File: config.mk
export PLATFORM = sky130hd
export DESIGN_NAME = centered_linear_convolution
export DESIGN_NICKNAME = d
export VERILOG_FILES = /design/src/hdl/clc_pkg.sv /design/src/hdl/clc_ram.sv /design/src/hdl/clc_queue.sv /design/src/hdl/clc_front.sv /design/src/hdl/clc_back.sv /design/src/hdl/centered_linear_convolution.sv
export SDC_FILE = /design/constraint.sdc
export NUM_CORES = 2
export LEC_CHECK = 0
export BUFFER_PORTS_ARGS = -buffer_cell sky130_fd_sc_hd__buf_4
export CAP_MARGIN = 20
export CORE_MARGIN = 2
export CORE_UTILIZATION = 45
export DETAILED_ROUTE_END_ITERATION = 12
export PLACE_DENSITY = 0.69
export RECOVER_POWER = 50
export SYNTH_ARGS = -nofsm -noshare
export SYNTH_HDL_FRONTEND = slang
export SYNTH_SLANG_ARGS = --single-unit
File: constraint.sdc
create_clock -name clk -period 13.4 [get_ports clk]
set_clock_uncertainty 0.15 [all_clocks]
set_input_delay 0.67 -clock clk [delete_from_list [all_inputs] [get_ports clk]]
set_output_delay 0.67 -clock clk [all_outputs]
set_load 0.02 [all_outputs]
File: src/hdl/clc_pkg.sv
// Package for the centered linear convolution block.
// Item types, job descriptor, status structs, state codes and saturation helper.
// No dependencies.
`timescale 1ns / 1ps

package clc_pkg;

  localparam int SAMPLE_W  = 16;
  localparam int VALUE_W   = 37;
  localparam int POS_W     = 6;
  localparam int PROD_W    = 2 * SAMPLE_W;
  // Enough headroom for the sum of 64 full-scale products.
  localparam int ACC_W     = VALUE_W + 1;
  // Counts up to 64 travel through the job queue at this width.
  localparam int JOB_CNT_W = 7;

  localparam logic [1:0] REQ_SIGNAL = 2'd0;
  localparam logic [1:0] REQ_KERNEL = 2'd1;
  localparam logic [1:0] REQ_RUN    = 2'd2;
  localparam logic [1:0] REQ_NONE   = 2'd3;

  typedef struct packed {
    logic [1:0]                 req_type;
    logic signed [SAMPLE_W-1:0] sample;
  } in_item_t;

  typedef struct packed {
    logic signed [VALUE_W-1:0] value;
    logic [POS_W-1:0]          position;
    logic                      last;
    logic                      empty_error;
  } out_item_t;

  typedef struct packed {
    logic                 err;
    logic [JOB_CNT_W-1:0] ls;
    logic [JOB_CNT_W-1:0] lk;
  } job_t;

  typedef struct packed {
    logic empty;
    logic full;
  } q_stat_t;

  typedef struct packed {
    logic busy;
  } back_stat_t;

  typedef enum logic [1:0] {
    ST_IDLE,
    ST_MAC,
    ST_DRAIN,
    ST_EMIT
  } back_state_t;

  // Clamp the wide accumulator into the signed output range.
  function automatic logic signed [VALUE_W-1:0] sat_value(input logic signed [ACC_W-1:0] acc);
    logic signed [VALUE_W-1:0] res;
    if (acc[ACC_W-1] != acc[ACC_W-2]) begin
      res = acc[ACC_W-1] ? {1'b1, {(VALUE_W-1){1'b0}}} : {1'b0, {(VALUE_W-1){1'b1}}};
    end else begin
      res = acc[VALUE_W-1:0];
    end
    return res;
  endfunction

endpackage

File: src/hdl/clc_ram.sv
// Generic single-write, single-read RAM with registered read data.
// No dependencies.
`timescale 1ns / 1ps

module clc_ram #(
  parameter int WIDTH = 16,
  parameter int DEPTH = 32
) (
  input  logic                     clk,
  input  logic                     we,
  input  logic [$clog2(DEPTH)-1:0] waddr,
  input  logic [WIDTH-1:0]         wdata,
  input  logic [$clog2(DEPTH)-1:0] raddr,
  output logic [WIDTH-1:0]         rdata
);

  logic [WIDTH-1:0] mem_r [DEPTH];
  logic [WIDTH-1:0] rdata_r;

  always_ff @(posedge clk) begin
    if (we) begin
      mem_r[waddr] <= wdata;
    end
    rdata_r <= mem_r[raddr];
  end

  assign rdata = rdata_r;

endmodule

File: src/hdl/clc_queue.sv
// Two-entry job queue between the front end and the MAC back end.
// Depends on clc_pkg.
`timescale 1ns / 1ps

module clc_queue
  import clc_pkg::*;
(
  input  logic    clk,
  input  logic    rst_n,
  input  logic    push,
  input  job_t    push_job,
  input  logic    pop,
  output job_t    head_job,
  output q_stat_t stat
);

  job_t       slot_r [2];
  logic       wptr_r, wptr_nxt;
  logic       rptr_r, rptr_nxt;
  logic [1:0] cnt_r, cnt_nxt;
  logic       do_push, do_pop;

  assign do_push = push && (cnt_r != 2'd2);
  assign do_pop  = pop && (cnt_r != 2'd0);

  always_comb begin
    wptr_nxt = do_push ? ~wptr_r : wptr_r;
    rptr_nxt = do_pop ? ~rptr_r : rptr_r;
    cnt_nxt  = cnt_r + {1'b0, do_push} - {1'b0, do_pop};
  end

  always_ff @(posedge clk) begin
    if (!rst_n) begin
      wptr_r <= 1'b0;
      rptr_r <= 1'b0;
      cnt_r  <= 2'd0;
    end else begin
      wptr_r <= wptr_nxt;
      rptr_r <= rptr_nxt;
      cnt_r  <= cnt_nxt;
    end
  end

  always_ff @(posedge clk) begin
    if (do_push) begin
      slot_r[wptr_r] <= push_job;
    end
  end

  assign head_job   = slot_r[rptr_r];
  assign stat.empty = (cnt_r == 2'd0);
  assign stat.full  = (cnt_r == 2'd2);

endmodule

File: src/hdl/clc_front.sv
// Front end: accepts items, writes signal and kernel samples, queues runs.
// Depends on clc_pkg.
`timescale 1ns / 1ps

module clc_front
  import clc_pkg::*;
#(
  parameter int MAX_LEN = 32
) (
  input  logic                       clk,
  input  logic                       rst_n,
  input  logic                       in_valid,
  output logic                       in_ready,
  input  in_item_t                   in_data,
  input  q_stat_t                    q_stat,
  input  back_stat_t                 back_stat,
  output logic                       sig_we,
  output logic                       ker_we,
  output logic [$clog2(MAX_LEN)-1:0] waddr,
  output logic [SAMPLE_W-1:0]        wdata,
  output logic                       push,
  output job_t                       push_job
);

  localparam int CNT_W = $clog2(MAX_LEN + 1);
  localparam int IDX_W = $clog2(MAX_LEN);

  logic [CNT_W-1:0] sig_cnt_r, sig_cnt_nxt;
  logic [CNT_W-1:0] ker_cnt_r, ker_cnt_nxt;
  logic             accept;
  logic             load_ok;

  // Loads wait until every queued run has finished reading the stores.
  assign load_ok = q_stat.empty && !back_stat.busy;

  always_comb begin
    unique case (in_data.req_type)
      REQ_SIGNAL: in_ready = load_ok;
      REQ_KERNEL: in_ready = load_ok;
      REQ_RUN:    in_ready = !q_stat.full;
      REQ_NONE:   in_ready = 1'b1;
      default:    in_ready = 1'b1;
    endcase
  end

  assign accept = in_valid && in_ready;

  assign sig_we = accept && (in_data.req_type == REQ_SIGNAL) &&
                  (sig_cnt_r < CNT_W'(MAX_LEN));
  assign ker_we = accept && (in_data.req_type == REQ_KERNEL) &&
                  (ker_cnt_r < CNT_W'(MAX_LEN));
  assign waddr  = (in_data.req_type == REQ_SIGNAL) ? sig_cnt_r[IDX_W-1:0]
                                                   : ker_cnt_r[IDX_W-1:0];
  assign wdata  = in_data.sample;

  assign push         = accept && (in_data.req_type == REQ_RUN);
  assign push_job.err = (sig_cnt_r == '0) || (ker_cnt_r == '0);
  assign push_job.ls  = JOB_CNT_W'(sig_cnt_r);
  assign push_job.lk  = JOB_CNT_W'(ker_cnt_r);

  always_comb begin
    sig_cnt_nxt = sig_cnt_r;
    ker_cnt_nxt = ker_cnt_r;
    if (push) begin
      sig_cnt_nxt = '0;
      ker_cnt_nxt = '0;
    end else begin
      if (sig_we) begin
        sig_cnt_nxt = sig_cnt_r + 1'b1;
      end
      if (ker_we) begin
        ker_cnt_nxt = ker_cnt_r + 1'b1;
      end
    end
  end

  always_ff @(posedge clk) begin
    if (!rst_n) begin
      sig_cnt_r <= '0;
      ker_cnt_r <= '0;
    end else begin
      sig_cnt_r <= sig_cnt_nxt;
      ker_cnt_r <= ker_cnt_nxt;
    end
  end

endmodule

File: src/hdl/clc_back.sv
// Back end: runs queued jobs through one multiply-accumulate pipeline and
// holds each result in an output register. Depends on clc_pkg.
`timescale 1ns / 1ps

module clc_back
  import clc_pkg::*;
#(
  parameter int MAX_LEN = 32
) (
  input  logic                       clk,
  input  logic                       rst_n,
  input  q_stat_t                    q_stat,
  input  job_t                       head_job,
  output logic                       pop,
  output back_stat_t                 back_stat,
  output logic [$clog2(MAX_LEN)-1:0] sig_raddr,
  output logic [$clog2(MAX_LEN)-1:0] ker_raddr,
  input  logic [SAMPLE_W-1:0]        sig_rdata,
  input  logic [SAMPLE_W-1:0]        ker_rdata,
  output logic                       out_valid,
  input  logic                       out_ready,
  output out_item_t                  out_data
);

  localparam int CNT_W = $clog2(MAX_LEN + 1);
  localparam int IDX_W = $clog2(MAX_LEN);
  localparam int T_W   = CNT_W + 1;

  back_state_t state_r, state_nxt;
  logic [CNT_W-1:0] ls_r, ls_nxt;
  logic [CNT_W-1:0] lk_r, lk_nxt;
  logic [CNT_W-1:0] mlen_r, mlen_nxt;
  logic [CNT_W-1:0] half_r, half_nxt;
  logic [IDX_W-1:0] j_r, j_nxt;
  logic [IDX_W-1:0] m_r, m_nxt;
  logic             err_r, err_nxt;
  logic             out_valid_r, out_valid_nxt;
  out_item_t        out_data_r, out_data_nxt;

  logic [CNT_W-1:0] job_ls, job_lk, job_klen;
  logic [T_W-1:0]   t_idx, k_idx;
  logic             tap_used, issue, end_now, last_out, out_free;

  // Pipeline: read issue, product, accumulate.
  logic                     v1_r, use1_r, first1_r, end1_r;
  logic                     v2_r, first2_r, end2_r;
  logic signed [PROD_W-1:0] prod1;
  logic signed [PROD_W-1:0] p2_r;
  logic signed [ACC_W-1:0]  acc_r;
  logic                     done_r;

  assign job_ls   = CNT_W'(head_job.ls);
  assign job_lk   = CNT_W'(head_job.lk);
  assign job_klen = (job_ls > job_lk) ? job_lk : job_ls;

  // Output m needs kernel tap t - j with t = min(Ls, Lk)/2 + m, for every valid j.
  assign t_idx    = T_W'(half_r) + T_W'(m_r);
  assign k_idx    = t_idx - T_W'(j_r);
  assign tap_used = (T_W'(j_r) <= t_idx) && (k_idx < T_W'(lk_r));
  assign end_now  = (CNT_W'(j_r) + 1'b1) == ls_r;
  assign last_out = (CNT_W'(m_r) + 1'b1) == mlen_r;
  assign out_free = !out_valid_r || out_ready;

  assign sig_raddr = j_r;
  assign ker_raddr = k_idx[IDX_W-1:0];

  // The product is formed on its own so that both factors stay signed.
  assign prod1 = $signed(sig_rdata) * $signed(ker_rdata);

  always_comb begin
    state_nxt     = state_r;
    ls_nxt        = ls_r;
    lk_nxt        = lk_r;
    mlen_nxt      = mlen_r;
    half_nxt      = half_r;
    j_nxt         = j_r;
    m_nxt         = m_r;
    err_nxt       = err_r;
    out_valid_nxt = out_valid_r && !out_ready;
    out_data_nxt  = out_data_r;
    pop           = 1'b0;
    issue         = 1'b0;
    unique case (state_r)
      ST_IDLE: begin
        if (!q_stat.empty) begin
          pop      = 1'b1;
          ls_nxt   = job_ls;
          lk_nxt   = job_lk;
          mlen_nxt = (job_ls > job_lk) ? job_ls : job_lk;
          half_nxt = job_klen >> 1;
          j_nxt    = '0;
          m_nxt    = '0;
          err_nxt  = head_job.err;
          state_nxt = head_job.err ? ST_EMIT : ST_MAC;
        end
      end
      ST_MAC: begin
        issue = 1'b1;
        if (end_now) begin
          state_nxt = ST_DRAIN;
        end else begin
          j_nxt = j_r + 1'b1;
        end
      end
      ST_DRAIN: begin
        if (done_r) begin
          state_nxt = ST_EMIT;
        end
      end
      ST_EMIT: begin
        if (out_free) begin
          out_valid_nxt = 1'b1;
          if (err_r) begin
            out_data_nxt.value       = '0;
            out_data_nxt.position    = '0;
            out_data_nxt.last        = 1'b1;
            out_data_nxt.empty_error = 1'b1;
            state_nxt                = ST_IDLE;
          end else begin
            out_data_nxt.value       = sat_value(acc_r);
            out_data_nxt.position    = POS_W'(m_r);
            out_data_nxt.last        = last_out;
            out_data_nxt.empty_error = 1'b0;
            if (last_out) begin
              state_nxt = ST_IDLE;
            end else begin
              m_nxt     = m_r + 1'b1;
              j_nxt     = '0;
              state_nxt = ST_MAC;
            end
          end
        end
      end
      default: state_nxt = ST_IDLE;
    endcase
  end

  always_ff @(posedge clk) begin
    if (!rst_n) begin
      state_r     <= ST_IDLE;
      out_valid_r <= 1'b0;
      v1_r        <= 1'b0;
      v2_r        <= 1'b0;
      done_r      <= 1'b0;
    end else begin
      state_r     <= state_nxt;
      out_valid_r <= out_valid_nxt;
      v1_r        <= issue;
      v2_r        <= v1_r;
      done_r      <= v2_r && end2_r;
    end
  end

  always_ff @(posedge clk) begin
    ls_r       <= ls_nxt;
    lk_r       <= lk_nxt;
    mlen_r     <= mlen_nxt;
    half_r     <= half_nxt;
    j_r        <= j_nxt;
    m_r        <= m_nxt;
    err_r      <= err_nxt;
    out_data_r <= out_data_nxt;
    use1_r     <= tap_used;
    first1_r   <= (j_r == '0);
    end1_r     <= end_now;
    p2_r       <= use1_r ? prod1 : '0;
    first2_r   <= first1_r;
    end2_r     <= end1_r;
    if (v2_r) begin
      acc_r <= (first2_r ? '0 : acc_r) + ACC_W'(p2_r);
    end
  end

  assign back_stat.busy = (state_r != ST_IDLE);
  assign out_valid      = out_valid_r;
  assign out_data       = out_data_r;

endmodule

File: src/hdl/centered_linear_convolution.sv
// Centered linear convolution: a load item is written to its sample store
// when accepted; a run item with signal length Ls and longer length M
// yields M outputs of Ls steps each, on the single multiply-accumulate unit
// fed by one read port per sample store. Up to two runs can wait in the job
// queue. Reset clears both counts, the job queue, the sequencer and the
// output valid; the sample stores are not cleared.
`timescale 1ns / 1ps

module centered_linear_convolution
  import clc_pkg::*;
#(
  parameter int MAX_LEN = 32
) (
  input  logic      clk,
  input  logic      rst_n,
  input  logic      in_valid,
  output logic      in_ready,
  input  in_item_t  in_data,
  output logic      out_valid,
  input  logic      out_ready,
  output out_item_t out_data
);

  localparam int IDX_W = $clog2(MAX_LEN);

  logic                sig_we, ker_we;
  logic [IDX_W-1:0]    waddr;
  logic [SAMPLE_W-1:0] wdata;
  logic                push, pop;
  job_t                push_job, head_job;
  q_stat_t             q_stat;
  back_stat_t          back_stat;
  logic [IDX_W-1:0]    sig_raddr, ker_raddr;
  logic [SAMPLE_W-1:0] sig_rdata, ker_rdata;

  clc_front #(.MAX_LEN(MAX_LEN)) u_front (
    .clk       (clk),
    .rst_n     (rst_n),
    .in_valid  (in_valid),
    .in_ready  (in_ready),
    .in_data   (in_data),
    .q_stat    (q_stat),
    .back_stat (back_stat),
    .sig_we    (sig_we),
    .ker_we    (ker_we),
    .waddr     (waddr),
    .wdata     (wdata),
    .push      (push),
    .push_job  (push_job)
  );

  clc_ram #(.WIDTH(SAMPLE_W), .DEPTH(MAX_LEN)) u_sig_ram (
    .clk   (clk),
    .we    (sig_we),
    .waddr (waddr),
    .wdata (wdata),
    .raddr (sig_raddr),
    .rdata (sig_rdata)
  );

  clc_ram #(.WIDTH(SAMPLE_W), .DEPTH(MAX_LEN)) u_ker_ram (
    .clk   (clk),
    .we    (ker_we),
    .waddr (waddr),
    .wdata (wdata),
    .raddr (ker_raddr),
    .rdata (ker_rdata)
  );

  clc_queue u_queue (
    .clk      (clk),
    .rst_n    (rst_n),
    .push     (push),
    .push_job (push_job),
    .pop      (pop),
    .head_job (head_job),
    .stat     (q_stat)
  );

  clc_back #(.MAX_LEN(MAX_LEN)) u_back (
    .clk       (clk),
    .rst_n     (rst_n),
    .q_stat    (q_stat),
    .head_job  (head_job),
    .pop       (pop),
    .back_stat (back_stat),
    .sig_raddr (sig_raddr),
    .ker_raddr (ker_raddr),
    .sig_rdata (sig_rdata),
    .ker_rdata (ker_rdata),
    .out_valid (out_valid),
    .out_ready (out_ready),
    .out_data  (out_data)
  );

  // The stores must never change under a run that is reading them.
  assert property (@(posedge clk) disable iff (!rst_n)
    (sig_we || ker_we) |-> (!back_stat.busy && q_stat.empty))
    else $error("sample store written while a run is pending");

  // An accepted run item is held in the queue on the next cycle.
  assert property (@(posedge clk) disable iff (!rst_n)
    (in_valid && in_ready && in_data.req_type == REQ_RUN) |=> !q_stat.empty)
    else $error("accepted run item missing from job queue");

  // An empty-store result is always a single zero item closing its run.
  assert property (@(posedge clk) disable iff (!rst_n)
    (out_valid && out_data.empty_error) |->
      (out_data.last && out_data.value == '0 && out_data.position == '0))
    else $error("malformed empty-store result");

endmodule
==> metrics.yaml <==
status: "finished, violations left"
violations: "capacitance limit, slew limit"
area_delta_synth_final_pct: 11.6
synth_common_cells: "edfxtp_1, inv_1, mux4_2"
postSynth.asyncResetShare_pct: 0
dieArea_um2: 135000
crit_buf_inv: 3
min_to: "u_queue.wptr_r$_SDFFE_PN0P_"
avgSynthCellArea_um2: 16.6
ys_seq_area_share_pct: 61.9
ctsHoldBuffers: 0
viasPerCell: 5.48
multi_input_area_um2: 20900
syn_nets: 4027
drt_wl_total_um: 130000
yosysTopAreaCellShare_pct: 58.8
portBuffers: 67
ios: 69
slew_headroom_pct: -152
nNetsFinal: 4174
clock.fmax_mhz: 145
r2r-start: "u_back.sig_raddr[0]$_SDFFCE_PN0P_"
clk_pin_slew_worst_paths_ns: 0.06
drc_errors: 0
routedWlPerCell_um: 23.2
period_share_pct: 51.4
cts_setup_buffers: 0
fin_crit_ns: 6.89
firstDrtPassIters: 5
clk_path_buf_depth: 3
coreArea_um2: 131000
cts_root_buffer: "clkbuf_16"
ys.flop_type: "edfxtp_1"
hp-class: "in -> reg"
cts.sinks: 1258
crit_path_end_kind: "register"
grt_pass1_vias: 31900
cp.arrival_ns: 7.27
drive_gt1_share_pct: 16.7
postRouteAntennaNets: 0
setup_viol: 0
rrSetupSlack_ns: 6.51
gp_congestion: 0.863
synth_cells: 3584
grt_pass1_wl_um: 198000
max_stage_delay_ns: 2.67
yosys_warnings: 0
start_kind: "register"
crit_fanout: 46
post-synth-top-count-cell: "edfxtp_1"
dr_total_vias: 30600
tightest_slew_ns: 3.78
crit_type: "reg -> reg"
synth_top_area_cell: "edfxtp_1"
tritoncts: "built"
met2RoutedLength_um: 62700
ff2ff_path_depth: 7
top_layer_used: "met5"
grt_max_degree: 65
hold_depth: 2
rsz0062_at_grt: "false"
die_width_um: 368
wl_met1_um: 56100
wl_met3_um: 8090
synth.area.top_cells: "edfxtp_1, mux4_2, fa_1"
crit_slowest_cell: "clkbuf_1"
fillers: 10800
rr_endpoint: "u_sig_ram.rdata[12]$_DFF_P_"
max_cap_violations: 21
finalInstanceArea_um2: 66500
fp-row-count: 133
cts_htree_levels: 4
setup_tns_ns: 0
holdCritStartpoint: "rst_n"
cp_cell_sequence: "clkbuf_1 -> buf_4 -> buf_4 -> mux4_2 -> mux4_2 -> nand2_1 -> nand2_1"
worstSkewPairLatency_ns: 0.76
hold_viol: 0
slew_violations: 1243
initial_utilization_pct: 45.3
ys_types: 61
post_cts_resized: 0
seqCellArea_um2: 36900
grt-ovfl-total: 0
path_delay_family: "buffers and inverters"
grt_antenna_before_repair: 4
synth_edf_count: 1166
ys_ff_latch: 1258
hpwlAfterDp_um: 80700
grt_usage_pct: 19.5
drt_iter0_markers: 2893
cts_buffers: 133
synth_area_um2: 59500
dieHeight_um: 368
postPlaceCellArea_um2: 62400
cp.required_ns: 13.78
## layout by cell type (no fill, tap or decap), types with 4 or more instances in the layout
| cell | count |
|---|---|
| a211oi_1 | 7 |
| a21o_1 | 40 |
| a21oi_1 | 113 |
| a31oi_1 | 7 |
| and2_1 | 165 |
| and3_1 | 7 |
| buf_4 | 93 |
| bufinv_16 | 7 |
| clkbuf_1 | 85 |
| clkbuf_16 | 135 |
| clkinv_1 | 30 |
| clkinv_16 | 7 |
| clkinv_2 | 21 |
| clkinvlp_4 | 5 |
| dfxtp_1 | 92 |
| edfxtp_1 | 1166 |
| fa_1 | 264 |
| ha_1 | 155 |
| inv_1 | 335 |
| mux2_2 | 20 |
| mux2i_1 | 17 |
| mux4_2 | 320 |
| nand2_1 | 241 |
| nand2b_1 | 13 |
| nand3_1 | 26 |
| nand3b_1 | 4 |
| nand4_1 | 14 |
| nor2_1 | 155 |
| nor2b_1 | 58 |
| nor3_1 | 5 |
| o2111ai_1 | 4 |
| o211ai_1 | 7 |
| o21a_1 | 12 |
| o21ai_0 | 35 |
| o21bai_1 | 9 |
| xnor2_1 | 66 |
| xor2_1 | 30 |
## final cells by class
cell class / count / area share, %
Multi-Input combinational cell: 1847 / 31.5
Tap cell: 1755 / 3.30
Inverter: 337 / 1.90
Clock inverter: 78 / 1.18
Clock buffer: 162 / 5.26
Sequential cell: 1258 / 55.5
Timing Repair Buffer: 154 / 1.41
Antenna cell: 2 / 0.00753
## cells by family after synthesis
| family | synth area share [%] |
|---|---|
| adder cells (fa/ha/maj) | 12.2 |
| AO/OA/AOI/OAI | 2.88 |
| other | 0.00630 |
| flip-flops | 61.9 |
| multiplexers | 12.8 |
| XOR/XNOR | 1.46 |
| AND/OR/NAND/NOR | 5.69 |
| buffers and inverters | 3.09 |
## registers in the layout, indices dropped and copies added, names as in the netlist, 6 cells and up, named ones only
register           cells
u_ker_ram.mem_r      512
u_sig_ram.mem_r      512
u_back.out_data       44
u_back.acc_r          38
u_back.p2_r           32
u_queue.slot_r        26
u_ker_ram.rdata       16
u_sig_ram.rdata       16
u_back.lk_r            6
u_back.ls_r            6
u_back.mlen_r          6
u_front.ker_cnt_r      6
u_front.sig_cnt_r      6
## worst max path at each step
stage | end | slack [ns] | from | depth (start not counted)
final | u_sig_ram.rdata[12]$_DFF_P_ | 6.51 | u_back.sig_raddr[0]$_SDFFCE_PN0P_ | 7
after global routing | u_sig_ram.rdata[12]$_DFF_P_ | 5.67 | u_back.sig_raddr[0]$_SDFFCE_PN0P_ | 7
after CTS | u_back.p2_r[30]$_SDFF_PN0_ | 6.77 | u_ker_ram.rdata[1]$_DFF_P_ | 19
after detailed placement | u_back.p2_r[30]$_SDFF_PN0_ | 6.75 | u_ker_ram.rdata[1]$_DFF_P_ | 19
after global placement | u_back.p2_r[30]$_SDFF_PN0_ | 6.86 | u_sig_ram.rdata[15]$_DFF_P_ | 19
after floorplan | u_back.p2_r[30]$_SDFF_PN0_ | 7.23 | u_sig_ram.rdata[15]$_DFF_P_ | 20
## metrics by stage
step	util, %	hold slack, ns	worst slack (ns)	std cells
2_1_floorplan	-	0.160	7.23	3584
5_1_grt	50.6	0.0883	5.67	5592
6_report	50.6	0.116	6.51	5593
3_3_place_gp	47.5	0.162	6.86	5349
3_5_place_dp	47.5	0.163	6.75	5349
4_1_cts	50.7	0.0690	6.77	5589
## metal layers
metal  up-vias  GRT usage (%)
met4         6           5.52
met2       984           31.4
met1     16000           27.5
li1      13500              -
met3       201           3.63
met5         -              0
Power is not shown: default switching activity piles up to over one toggle a cycle in this logic, so the estimate is an artifact.
